==> src/ffra_pkg.sv <==
// Shared types and constants for the first-fit range allocator.
// Holds the request/result payload structs, the range entry type and status codes.
// No dependencies.
package ffra_pkg;

  localparam int unsigned POOL_BITS = 16;
  localparam int unsigned VAL_W     = POOL_BITS + 1;

  localparam logic [VAL_W-1:0] POOL_MAX  = VAL_W'(1) << POOL_BITS;
  localparam logic [VAL_W-1:0] WIDE_MAX  = '1;

  // Register index of pool_capacity on the configuration port.
  localparam logic REG_POOL_CAPACITY = 1'b0;

  typedef enum logic [1:0] {
    STATUS_DONE       = 2'd0,
    STATUS_NO_SPACE   = 2'd1,
    STATUS_TABLE_FULL = 2'd2
  } status_e;

  typedef struct packed {
    logic [VAL_W-1:0] first;
    logic [VAL_W-1:0] last;
  } range_t;

  typedef struct packed {
    logic                   kind;
    logic [POOL_BITS-1:0]   block_start;
    logic [VAL_W-1:0]       block_length;
  } req_t;

  typedef struct packed {
    status_e                status;
    logic [VAL_W-1:0]       granted_start;
    logic [VAL_W-1:0]       granted_end;
    logic [VAL_W-1:0]       reserved_total;
  } rsp_t;

endpackage

==> src/ffra_table.sv <==
// Range table memory: one write port, one registered read port.
// Entry 0 reads as [0, capacity) after reset or a capacity write until it is written.
// Depends on ffra_pkg.
module ffra_table import ffra_pkg::*; #(
  parameter int unsigned MAX_RANGES = 16
) (
  input  logic                          clk_i,
  input  logic                          rst_ni,
  input  logic                          init_i,
  input  logic [VAL_W-1:0]              cap_i,
  input  logic                          rd_en_i,
  input  logic [$clog2(MAX_RANGES)-1:0] rd_addr_i,
  output range_t                        rd_data_o,
  input  logic                          wr_en_i,
  input  logic [$clog2(MAX_RANGES)-1:0] wr_addr_i,
  input  range_t                        wr_data_i
);

  localparam int unsigned AW = $clog2(MAX_RANGES);

  range_t mem [MAX_RANGES];
  range_t rdata_q;
  logic   fresh_q;
  logic   rd_fresh_q;

  always_ff @(posedge clk_i) begin
    if (wr_en_i) begin
      mem[wr_addr_i] <= wr_data_i;
    end
    if (rd_en_i) begin
      rdata_q <= mem[rd_addr_i];
    end
  end

  // The fresh flag stands in for entry 0 of a newly initialized table.
  always_ff @(posedge clk_i or negedge rst_ni) begin
    if (!rst_ni) begin
      fresh_q    <= 1'b1;
      rd_fresh_q <= 1'b0;
    end else begin
      if (init_i) begin
        fresh_q <= 1'b1;
      end else if (wr_en_i && wr_addr_i == AW'(0)) begin
        fresh_q <= 1'b0;
      end
      if (rd_en_i) begin
        rd_fresh_q <= fresh_q && rd_addr_i == AW'(0);
      end
    end
  end

  always_comb begin
    if (rd_fresh_q) begin
      rd_data_o.first = '0;
      rd_data_o.last  = cap_i;
    end else begin
      rd_data_o = rdata_q;
    end
  end

endmodule

==> src/first_fit_range_allocator.sv <==
// First-fit range allocator: top level with request sequencer and configuration port.
// Depends on ffra_pkg and ffra_table.
//
//   channel   | handshake                   | payload
//   ----------+-----------------------------+---------------------------------
//   request   | start (in), busy (out)      | req_i  (kind, block_start, block_length)
//   result    | done_o strobe, one cycle    | rsp_o  (status, granted_start/end, reserved_total)
//   config    | APB psel/penable/pwrite     | paddr, pwdata, prdata, pready
//
// An allocate scans the stored ranges; a free scans them, then compacts the table and flushes
// the pending entry. The scan and the compaction each walk the table one entry per cycle,
// as the range memory has a single read port.
// Reset gives one free range [0, 65536) and a reserved total of zero.
// The result strobe follows the last cycle of work; the receiver cannot stall it.
module first_fit_range_allocator import ffra_pkg::*; #(
  parameter int unsigned MAX_RANGES = 16
) (
  input  logic        clk_i,
  input  logic        rst_ni,
  input  logic        start,
  output logic        busy,
  input  req_t        req_i,
  output logic        done_o,
  output rsp_t        rsp_o,
  input  logic        psel,
  input  logic        penable,
  input  logic        pwrite,
  input  logic [2:0]  paddr,
  input  logic [31:0] pwdata,
  output logic [31:0] prdata,
  output logic        pready
);

  localparam int unsigned AW = $clog2(MAX_RANGES);
  localparam int unsigned CW = $clog2(MAX_RANGES + 1);

  localparam logic [1:0] S_IDLE    = 2'd0;
  localparam logic [1:0] S_SCAN    = 2'd1;
  localparam logic [1:0] S_COMPACT = 2'd2;
  localparam logic [1:0] S_FLUSH   = 2'd3;

  logic [1:0]       state_q, state_d;
  logic [VAL_W-1:0] cap_q, cap_d;
  logic [CW-1:0]    count_q, count_d;
  logic [VAL_W-1:0] reserved_q, reserved_d;
  logic             kind_q, kind_d;
  logic [VAL_W-1:0] len_q, len_d;
  logic [VAL_W-1:0] start_q, start_d;
  logic [VAL_W-1:0] end_q, end_d;
  logic [CW-1:0]    ri_q, ri_d;
  logic             rv_q, rv_d;
  logic [AW-1:0]    ev_idx_q, ev_idx_d;
  logic             ins_q, ins_d;
  logic             full_q, full_d;
  logic [CW-1:0]    pos_q, pos_d;
  logic [CW-1:0]    vcount_q, vcount_d;
  logic             cins_q, cins_d;
  logic             have_q, have_d;
  logic [VAL_W-1:0] pf_q, pf_d;
  logic [VAL_W-1:0] pl_q, pl_d;
  logic [CW-1:0]    wr_q, wr_d;
  logic             done_q, done_d;
  rsp_t             rsp_q, rsp_d;

  logic             tbl_init;
  logic             rd_en;
  logic [AW-1:0]    rd_addr;
  range_t           rd_data;
  logic             wr_en;
  logic [AW-1:0]    wr_addr;
  range_t           wr_data;

  logic             cfg_write;
  logic [VAL_W-1:0] cfg_cap;

  assign pready    = 1'b1;
  assign busy      = state_q != S_IDLE;
  assign done_o    = done_q;
  assign rsp_o     = rsp_q;
  assign cfg_write = psel && penable && pwrite && paddr[2] == REG_POOL_CAPACITY;
  assign cfg_cap   = (pwdata[VAL_W-1:0] > POOL_MAX) ? POOL_MAX : pwdata[VAL_W-1:0];
  assign tbl_init  = cfg_write;

  always_comb begin
    prdata = '0;
    if (paddr[2] == REG_POOL_CAPACITY) begin
      prdata = {{(32 - VAL_W){1'b0}}, cap_q};
    end
  end

  ffra_table #(
    .MAX_RANGES (MAX_RANGES)
  ) u_table (
    .clk_i     (clk_i),
    .rst_ni    (rst_ni),
    .init_i    (tbl_init),
    .cap_i     (cap_q),
    .rd_en_i   (rd_en),
    .rd_addr_i (rd_addr),
    .rd_data_o (rd_data),
    .wr_en_i   (wr_en),
    .wr_addr_i (wr_addr),
    .wr_data_i (wr_data)
  );

  always_comb begin
    logic [VAL_W:0]   sum_end;
    logic [VAL_W:0]   sum_res;
    logic [VAL_W-1:0] freed;
    logic [VAL_W-1:0] ge;
    range_t           item;
    logic             issue;
    logic             alloc_fit;
    logic             ext_last;
    logic             ext_first;
    logic             before_hit;
    logic             hit;
    logic             ins_need;
    logic             is_ins;
    logic [CW-1:0]    phys;

    state_d    = state_q;
    cap_d      = cap_q;
    count_d    = count_q;
    reserved_d = reserved_q;
    kind_d     = kind_q;
    len_d      = len_q;
    start_d    = start_q;
    end_d      = end_q;
    ri_d       = ri_q;
    rv_d       = rv_q;
    ev_idx_d   = ev_idx_q;
    ins_d      = ins_q;
    full_d     = full_q;
    pos_d      = pos_q;
    vcount_d   = vcount_q;
    cins_d     = cins_q;
    have_d     = have_q;
    pf_d       = pf_q;
    pl_d       = pl_q;
    wr_d       = wr_q;
    done_d     = 1'b0;
    rsp_d      = rsp_q;
    rd_en      = 1'b0;
    rd_addr    = '0;
    wr_en      = 1'b0;
    wr_addr    = '0;
    wr_data    = '0;

    sum_end    = {1'b0, {(VAL_W - POOL_BITS){1'b0}}, req_i.block_start}
                 + {1'b0, req_i.block_length};
    item       = cins_q ? range_t'{first: start_q, last: end_q} : rd_data;
    ge         = item.first + len_q;
    sum_res    = {1'b0, reserved_q} + {1'b0, len_q};
    freed      = end_q - start_q;
    issue      = 1'b0;
    is_ins     = 1'b0;
    phys       = ri_q;
    alloc_fit  = item.last >= item.first && len_q <= item.last - item.first;
    ext_last   = start_q == item.last;
    ext_first  = end_q == item.first;
    before_hit = end_q < item.first;
    hit        = rv_q && (kind_q ? (ext_last || ext_first || before_hit) : alloc_fit);
    ins_need   = 1'b0;

    case (state_q)
      S_IDLE: begin
        if (cfg_write) begin
          cap_d      = cfg_cap;
          count_d    = CW'(1);
          reserved_d = '0;
        end
        if (start) begin
          kind_d  = req_i.kind;
          len_d   = req_i.block_length;
          start_d = ({1'b0, req_i.block_start} > cap_q) ? cap_q
                                                         : {1'b0, req_i.block_start};
          end_d   = (sum_end > {1'b0, cap_q}) ? cap_q : sum_end[VAL_W-1:0];
          ri_d    = '0;
          rv_d    = 1'b0;
          state_d = S_SCAN;
        end
      end

      S_SCAN: begin
        issue = ri_q < count_q;
        if (issue) begin
          rd_en    = 1'b1;
          rd_addr  = ri_q[AW-1:0];
          ri_d     = ri_q + CW'(1);
          ev_idx_d = ri_q[AW-1:0];
        end
        rv_d = issue;
        if (!kind_q) begin
          if (hit) begin
            wr_en                = 1'b1;
            wr_addr              = ev_idx_q;
            wr_data              = '{first: ge, last: item.last};
            reserved_d           = sum_res[VAL_W] ? WIDE_MAX : sum_res[VAL_W-1:0];
            rsp_d.status         = STATUS_DONE;
            rsp_d.granted_start  = item.first;
            rsp_d.granted_end    = ge;
            rsp_d.reserved_total = sum_res[VAL_W] ? WIDE_MAX : sum_res[VAL_W-1:0];
            done_d               = 1'b1;
            state_d              = S_IDLE;
          end else if (!issue) begin
            rsp_d.status         = STATUS_NO_SPACE;
            rsp_d.granted_start  = '0;
            rsp_d.granted_end    = '0;
            rsp_d.reserved_total = reserved_q;
            done_d               = 1'b1;
            state_d              = S_IDLE;
          end
        end else if (hit || !issue) begin
          // Extensions are written in place; an insertion is merged in by the compaction.
          if (hit && ext_last) begin
            wr_en   = 1'b1;
            wr_addr = ev_idx_q;
            wr_data = '{first: item.first, last: end_q};
          end else if (hit && ext_first) begin
            wr_en   = 1'b1;
            wr_addr = ev_idx_q;
            wr_data = '{first: start_q, last: item.last};
          end else begin
            ins_need = 1'b1;
          end
          pos_d    = hit ? {{(CW - AW){1'b0}}, ev_idx_q} : count_q;
          full_d   = ins_need && count_q >= CW'(MAX_RANGES);
          ins_d    = ins_need && count_q < CW'(MAX_RANGES);
          vcount_d = (ins_need && count_q < CW'(MAX_RANGES)) ? count_q + CW'(1) : count_q;
          ri_d     = '0;
          rv_d     = 1'b0;
          cins_d   = 1'b0;
          have_d   = 1'b0;
          wr_d     = '0;
          state_d  = S_COMPACT;
        end
      end

      S_COMPACT: begin
        issue = ri_q < vcount_q;
        if (issue) begin
          is_ins = ins_q && ri_q == pos_q;
          phys   = (ins_q && ri_q > pos_q) ? ri_q - CW'(1) : ri_q;
          rd_en  = !is_ins;
          rd_addr = phys[AW-1:0];
          ri_d   = ri_q + CW'(1);
        end
        rv_d   = issue;
        cins_d = is_ins;
        if (rv_q && item.first != item.last) begin
          if (have_q && pl_q == item.first) begin
            pl_d = item.last;
          end else begin
            // The pending entry always lands below the next table read.
            if (have_q) begin
              wr_en   = 1'b1;
              wr_addr = AW'(wr_q - CW'(1));
              wr_data = '{first: pf_q, last: pl_q};
            end
            pf_d   = item.first;
            pl_d   = item.last;
            wr_d   = wr_q + CW'(1);
            have_d = 1'b1;
          end
        end
        if (!rv_q && !issue) begin
          state_d = S_FLUSH;
        end
      end

      S_FLUSH: begin
        if (have_q) begin
          wr_en   = 1'b1;
          wr_addr = AW'(wr_q - CW'(1));
          wr_data = '{first: pf_q, last: pl_q};
        end
        count_d = wr_q;
        if (!full_q) begin
          reserved_d = (reserved_q > freed) ? reserved_q - freed : '0;
        end
        rsp_d.status         = full_q ? STATUS_TABLE_FULL : STATUS_DONE;
        rsp_d.granted_start  = '0;
        rsp_d.granted_end    = '0;
        rsp_d.reserved_total = full_q ? reserved_q
                               : ((reserved_q > freed) ? reserved_q - freed : '0);
        done_d  = 1'b1;
        state_d = S_IDLE;
      end

      default: begin
        state_d = S_IDLE;
      end
    endcase
  end

  always_ff @(posedge clk_i or negedge rst_ni) begin
    if (!rst_ni) begin
      state_q    <= S_IDLE;
      cap_q      <= POOL_MAX;
      count_q    <= CW'(1);
      reserved_q <= '0;
      ri_q       <= '0;
      rv_q       <= 1'b0;
      ins_q      <= 1'b0;
      full_q     <= 1'b0;
      cins_q     <= 1'b0;
      have_q     <= 1'b0;
      wr_q       <= '0;
      done_q     <= 1'b0;
    end else begin
      state_q    <= state_d;
      cap_q      <= cap_d;
      count_q    <= count_d;
      reserved_q <= reserved_d;
      ri_q       <= ri_d;
      rv_q       <= rv_d;
      ins_q      <= ins_d;
      full_q     <= full_d;
      cins_q     <= cins_d;
      have_q     <= have_d;
      wr_q       <= wr_d;
      done_q     <= done_d;
    end
  end

  always_ff @(posedge clk_i) begin
    kind_q   <= kind_d;
    len_q    <= len_d;
    start_q  <= start_d;
    end_q    <= end_d;
    ev_idx_q <= ev_idx_d;
    pos_q    <= pos_d;
    vcount_q <= vcount_d;
    pf_q     <= pf_d;
    pl_q     <= pl_d;
    rsp_q    <= rsp_d;
  end

endmodule
==> config.mk <==
export PLATFORM = sky130hd
export DESIGN_NAME = first_fit_range_allocator
export DESIGN_NICKNAME = d
export VERILOG_FILES = /design/src/ffra_pkg.sv /design/src/ffra_table.sv /design/src/first_fit_range_allocator.sv
export SDC_FILE = /design/constraint.sdc
export NUM_CORES = 1
export LEC_CHECK = 0
export BUFFER_PORTS_ARGS = -buffer_cell sky130_fd_sc_hd__buf_2
export CAP_MARGIN = 10
export CORE_ASPECT_RATIO = 1.2
export CORE_MARGIN = 4
export CORE_UTILIZATION = 52
export DETAILED_ROUTE_END_ITERATION = 10
export PLACE_DENSITY_LB_ADDON = 0.3
export SLEW_MARGIN = 10
export SYNTH_ARGS = -nofsm -noshare
export SYNTH_HDL_FRONTEND = slang
export SYNTH_HIERARCHICAL = 1
export SYNTH_SLANG_ARGS = --single-unit
==> constraint.sdc <==
create_clock -name clk_i -period 10.6 [get_ports clk_i]
set_input_delay 1.59 -clock clk_i [delete_from_list [all_inputs] [get_ports clk_i]]
set_output_delay 1.59 -clock clk_i [all_outputs]
set_load 0.005 [all_outputs]
* After elaboration in Yosys (flattened, before gate mapping)
Memories as Yosys holds them, arrays and structs flattened. A register that Yosys moved wholly into a read port is not among the register bits.
Cells that the tools add are included.
** Cells by class
- $add $sub $neg :: 11
- $lt $le $gt $ge :: 12
- Eq/ne operators :: 21
- Multiplexer cells :: 99
- Bitwise logic cells :: 2
- Reduce and logical (&&, ||, !) cells :: 47
** Operators by type and width (number)
- $mux W34 :: 10
- $mux W53 :: 3
- $mux W17 :: 9
- $pmux W53 S2 :: 1
- $pmux W34 S3 :: 1
- $mux W5 :: 11
- $eq A17 B17 Y1 :: 3
- $pmux W17 S3 :: 1
- $sub A17 B17 Y17 :: 3
- $mux W4 :: 12
- $mux W1 :: 31
- $ne A2 B2 Y1 const B :: 10
- $pmux W5 S2 :: 2
- $add A16 B17 Y18 :: 1
- $add A17 B17 Y18 :: 1
- $gt A18 B17 Y1 :: 1
- $add A17 B17 Y17 :: 1
- $ge A17 B17 Y1 :: 1
- $gt A16 B17 Y1 :: 1
- $gt A17 B17 Y1 :: 1
- $gt A17 B17 Y1 const B :: 1
- $le A17 B17 Y1 :: 1
- $lt A17 B17 Y1 :: 1
- $ne A17 B17 Y1 :: 1
- other kinds (31) :: 84
** Word-level totals
- Register bits :: 212
- Bits in writable memories :: 544
- Input port bits :: 75
- Output and inout port bits :: 88
- Memories kept :: 1
** Memory list
- u_table.mem :: words 16, width 34, rd ports 1, clocked after Yosys merged registers in 1, wr ports 1, line ffra_table.sv:21 : range_t mem [MAX_RANGES];

* Logic depth before layout (Yosys ltp)
- Word-level depth :: 17
- Gate-level depth with buffers :: 30

* Modules after synthesis
Netlist, hierarchy kept.
** By module, submodules not included
- ffra_table :: times used 1, cells an instance 1016, area each 22066.2 um^2
- first_fit_range_allocator :: times used 1, cells an instance 1785, area each 17006.3 um^2

* Worst setup path after synthesis
No wires, ideal clock.
- Kind :: reg-to-reg
- Start point :: reg u_table.rd_fresh_q
- End point :: mem u_table/mem[8][0] (netlist bit) (enable)
- Setup time :: 475 ps
- Data arrival time :: 7820 ps
- Data required time :: 10125 ps
- Path slack :: 2305 ps
- Stages on the path, launching flop included :: 26
- Path buffers :: 2
- Period minus slack after synthesis :: 8295 ps
- Path through :: dfrtp_1 clkbuf_1 buf_1 mux2_2 mux2i_1 inv_1 ha_1 a21oi_1 o21ai_0 o21a_1 o21a_1 o21ai_0 a21oi_1 nand2b_1 xnor2_1 ha_1 o21ai_0 nor2_1 nor4_1 o211ai_1 a22oi_1 a21boi_0 a211oi_1 nor2_1 nand2_1 nor3b_1
** RTL lines
- from (decl) :: line ffra_table.sv:24 : logic rd_fresh_q;
- from (signal assigned) :: line ffra_table.sv:39 : rd_fresh_q <= 1'b0;
- from (signal assigned) :: line ffra_table.sv:47 : rd_fresh_q <= fresh_q && rd_addr_i == AW'(0);
- to (decl) :: line ffra_table.sv:21

==> results.toml <==
[drt]
wl_per_cell_um = 27.3
firstDrtPassIters = 5
viasPerCell = 6.31
vias = 25400
ant_nets = 0
drt_iter0_drc = 2645
drt_wl_total_um = 110000
post-route-drc-count = 0

[die]
pin_count = 163
start_util_pct = 52.8
fp.dieArea_mm2 = 0.0796
rows = 109
die_x_um = 258
core_area_mm2 = 0.0741
die_h_um = 308

[placement]
port_buffers = 129
gp_congestion = 0.945
dp_hpwl_um = 75600
dpl_cell_area_mm2 = 0.0411

[sta]
rsz0062_at_grt = "no"
max_freq_mhz = 112
maxSlewHeadroom_pct = 14.8
final_hold_viol_count = 0
min_period_ns = 8.94
post-route-period-util_pct = 84.3
worst_pin_slew_ns = 1.28
skew_ns = 0.0401
final_max_slew_viol_count = 0
setup-tns-final_ns = 0
setup_viol = 0

[setup_path]
crit_arrival_ns = 9.23
r2r_start = "u_table/rd_fresh_q"
setup.worst_path.class = "flop to flop"
startpoint_type = "flop"
end_kind = "flop"
rr_endpoint = "u_table/mem[9][11]"
ff2ff_setup_slack_ns = 1.66
critPathLaunch = "u_table/rd_fresh_q"
rr_worst_depth = 25
crit_path_max_fanout = 20
critical_path_required_ns = 10.89

[logic_synthesis]
synth.top_cell.area_share_pct = 56.2
syn_inst = 2801
ys.flop_type = "edfxtp_1"
yosys-top-cells-area = "edfxtp_1, ha_1, mux4_2, dfrtp_1, mux2i_1"
ys_warn_count = 6
yosysMostFrequentCell = "edfxtp_1"
synthTopCellsByCount = "edfxtp_1, ha_1, a21oi_1"
ys_async_sr_fraction_pct = 7.47
ys_seq_area_share_pct = 60.0
synth_top_area_cell = "edfxtp_1"
synth_area_per_cell_um2 = 13.9
ys_types = 78
synth_edf_count = 731
synth_seq_cells = 790
synth_area_mm2 = 0.0391

[grt]
grt_pass1_vias = 25300
grt_usage_pct = 27.3
antenna_found_initial = 1
grt_pass1_wl_um = 162000
grt_max_degree = 149
grt_overflow = 0

[final_layout]
syn2layout_area_growth_pct = 12.2
stdcell_area_mm2 = 0.0438
diodes = 0
largest_reg_flops = 544
final_nets = 3240
seqCellArea_mm2 = 0.0234
num-fill-cells = 5751
top_register = "u_table/mem"
drive_above_1_share_pct = 18.3
multi_input_area_mm2 = 0.0148

[pwr]
total_power_mw = 11.2
p_sw_mw = 4.12
vdd_drop_max_uv = 150
pwr-share-seq_pct = 36.5
share_comb_of_total_power_pct = 38.3
power_frac_clock_pct = 25.1
p_int_mw = 7.12
power.density_mw_per_mm2 = 257
leakage_nw = 15.4
swShare_pct = 36.7

[status]
status = "finished clean"

[min_path]
worstHoldPathCells = 1
hold_class = "flop to flop"
whs_endpoint = "u_table/fresh_q"
hp-start = "u_table/fresh_q"

[clock_network]
cts.clk_slew.worst_paths_ns = 0.06
clk_latency_ns = 0.65
htree_levels = 3
cts_setup_buffers = 0
clock-sinks = 790
clock_path_buffers = 3
cts_root_buffer = "clkbuf_16"
cts_tree = "yes"
numCtsBuffers = 80
cts.repair.resized = 0
cts_hold_buf = 0

[run]
drv_cap = 0
==> cells in the final DEF (no fill, tap or decap), types with 31 or more instances in the layout <==
cell type	count
nand2b_1	38
inv_1	123
edfxtp_1	731
buf_2	129
mux2i_1	94
mux4_2	102
o21ai_0	87
dfrtp_1	55
a221oi_1	36
a21oi_1	147
xnor2_1	91
nand3_1	53
buf_4	71
nor2_1	134
a22oi_1	97
nor3_1	41
clkbuf_16	82
o21ai_1	35
mux2_2	59
nor2b_1	33
nand2_1	101
ha_1	190
a22o_1	31
xor2_1	32
==> kinds of logic after synthesis <==
group / count (synthesis) / share of synthesized area, %
simple gates: 530 / 6.73
xor+xnor: 123 / 2.76
flops: 790 / 60.0
buf+inv: 258 / 2.95
fa+ha+maj: 196 / 6.39
mux: 263 / 10.3
compound gates: 639 / 10.9
other cells: 2 / 0.0192
==> cell type report <==
class / count / area share (%)
multi-input combinational: 1768 / 33.8
clock buffer: 108 / 4.97
timing repair buffer: 203 / 2.83
sequential: 790 / 53.4
clock inverter: 41 / 1.02
tap: 999 / 2.85
inverter: 126 / 1.08
==> power by group through the flow <==
stage	Combinational [mW]	Sequential [mW]	Clock [mW]
5_1_grt	4.73	4.12	3.00
4_1_cts	4.26	4.11	2.87
6_report	4.31	4.11	2.83
3_5_place_dp	4.23	4.17	0
2_1_floorplan	2.99	4.03	0
3_3_place_gp	4.17	4.16	0
==> stage by stage <==
step                      cells  worst slack (ns)  hold WS [ns]  util (%)
after detailed placement   3886              1.77         0.510      55.5
after CTS                  4035              1.73         0.523      59.1
after global placement     3886              1.83         0.498      55.5
after floorplan            2816              2.31         0.469         -
final                      4035              1.66         0.524      59.2
after global routing       4035              1.18         0.541      59.2
==> critical path, cell delays in order (launching register included) <==
cell and delay [ns]:
dfrtp_1 0.80, buf_4 0.34, mux2_2 0.37, mux2i_2 0.30
fa_1 0.29, nor2b_1 0.05, o21ai_0 0.19, a21boi_0 0.16
o211ai_1 0.27, a21oi_1 0.15, o31ai_1 0.53, o21bai_1 0.11
a21oi_1 0.21, xor2_1 0.22, ha_1 0.28, a211oi_1 0.26
nor2_1 0.07, nor4_1 0.22, o211ai_1 0.15, a22oi_1 0.54
a21boi_0 0.77, a211oi_1 0.32, nor2_1 0.39, nand3b_1 0.33
nor2_4 0.77, buf_4 0.45
==> metal layers <==
layer / track usage, % / vias to the layer above / routed length (um)
li1: - / 11300 / -
met1: 34.9 / 12800 / 41700
met2: 46.9 / 1112 / 55000
met3: 3.09 / 267 / 7300
met4: 13.4 / 0 / 6040
met5: 0 / - / 0
==> worst max-delay path by stage <==
| stage | endpoint | slack [ns] | cells after the start |
|---|---|---|---|
| finish | u_table/mem[9][11] | 1.66 | 25 |
| global route | u_table/mem[9][11] | 1.18 | 25 |
| CTS | u_table/mem[10][32] | 1.73 | 25 |
| detailed placement | u_table/mem[10][33] | 1.77 | 25 |
| global placement | u_table/mem[9][28] | 1.83 | 25 |
| floorplan | u_table/mem[8][0] | 2.31 | 25 |
No activity file was read; power rests on OpenSTA's default activity.
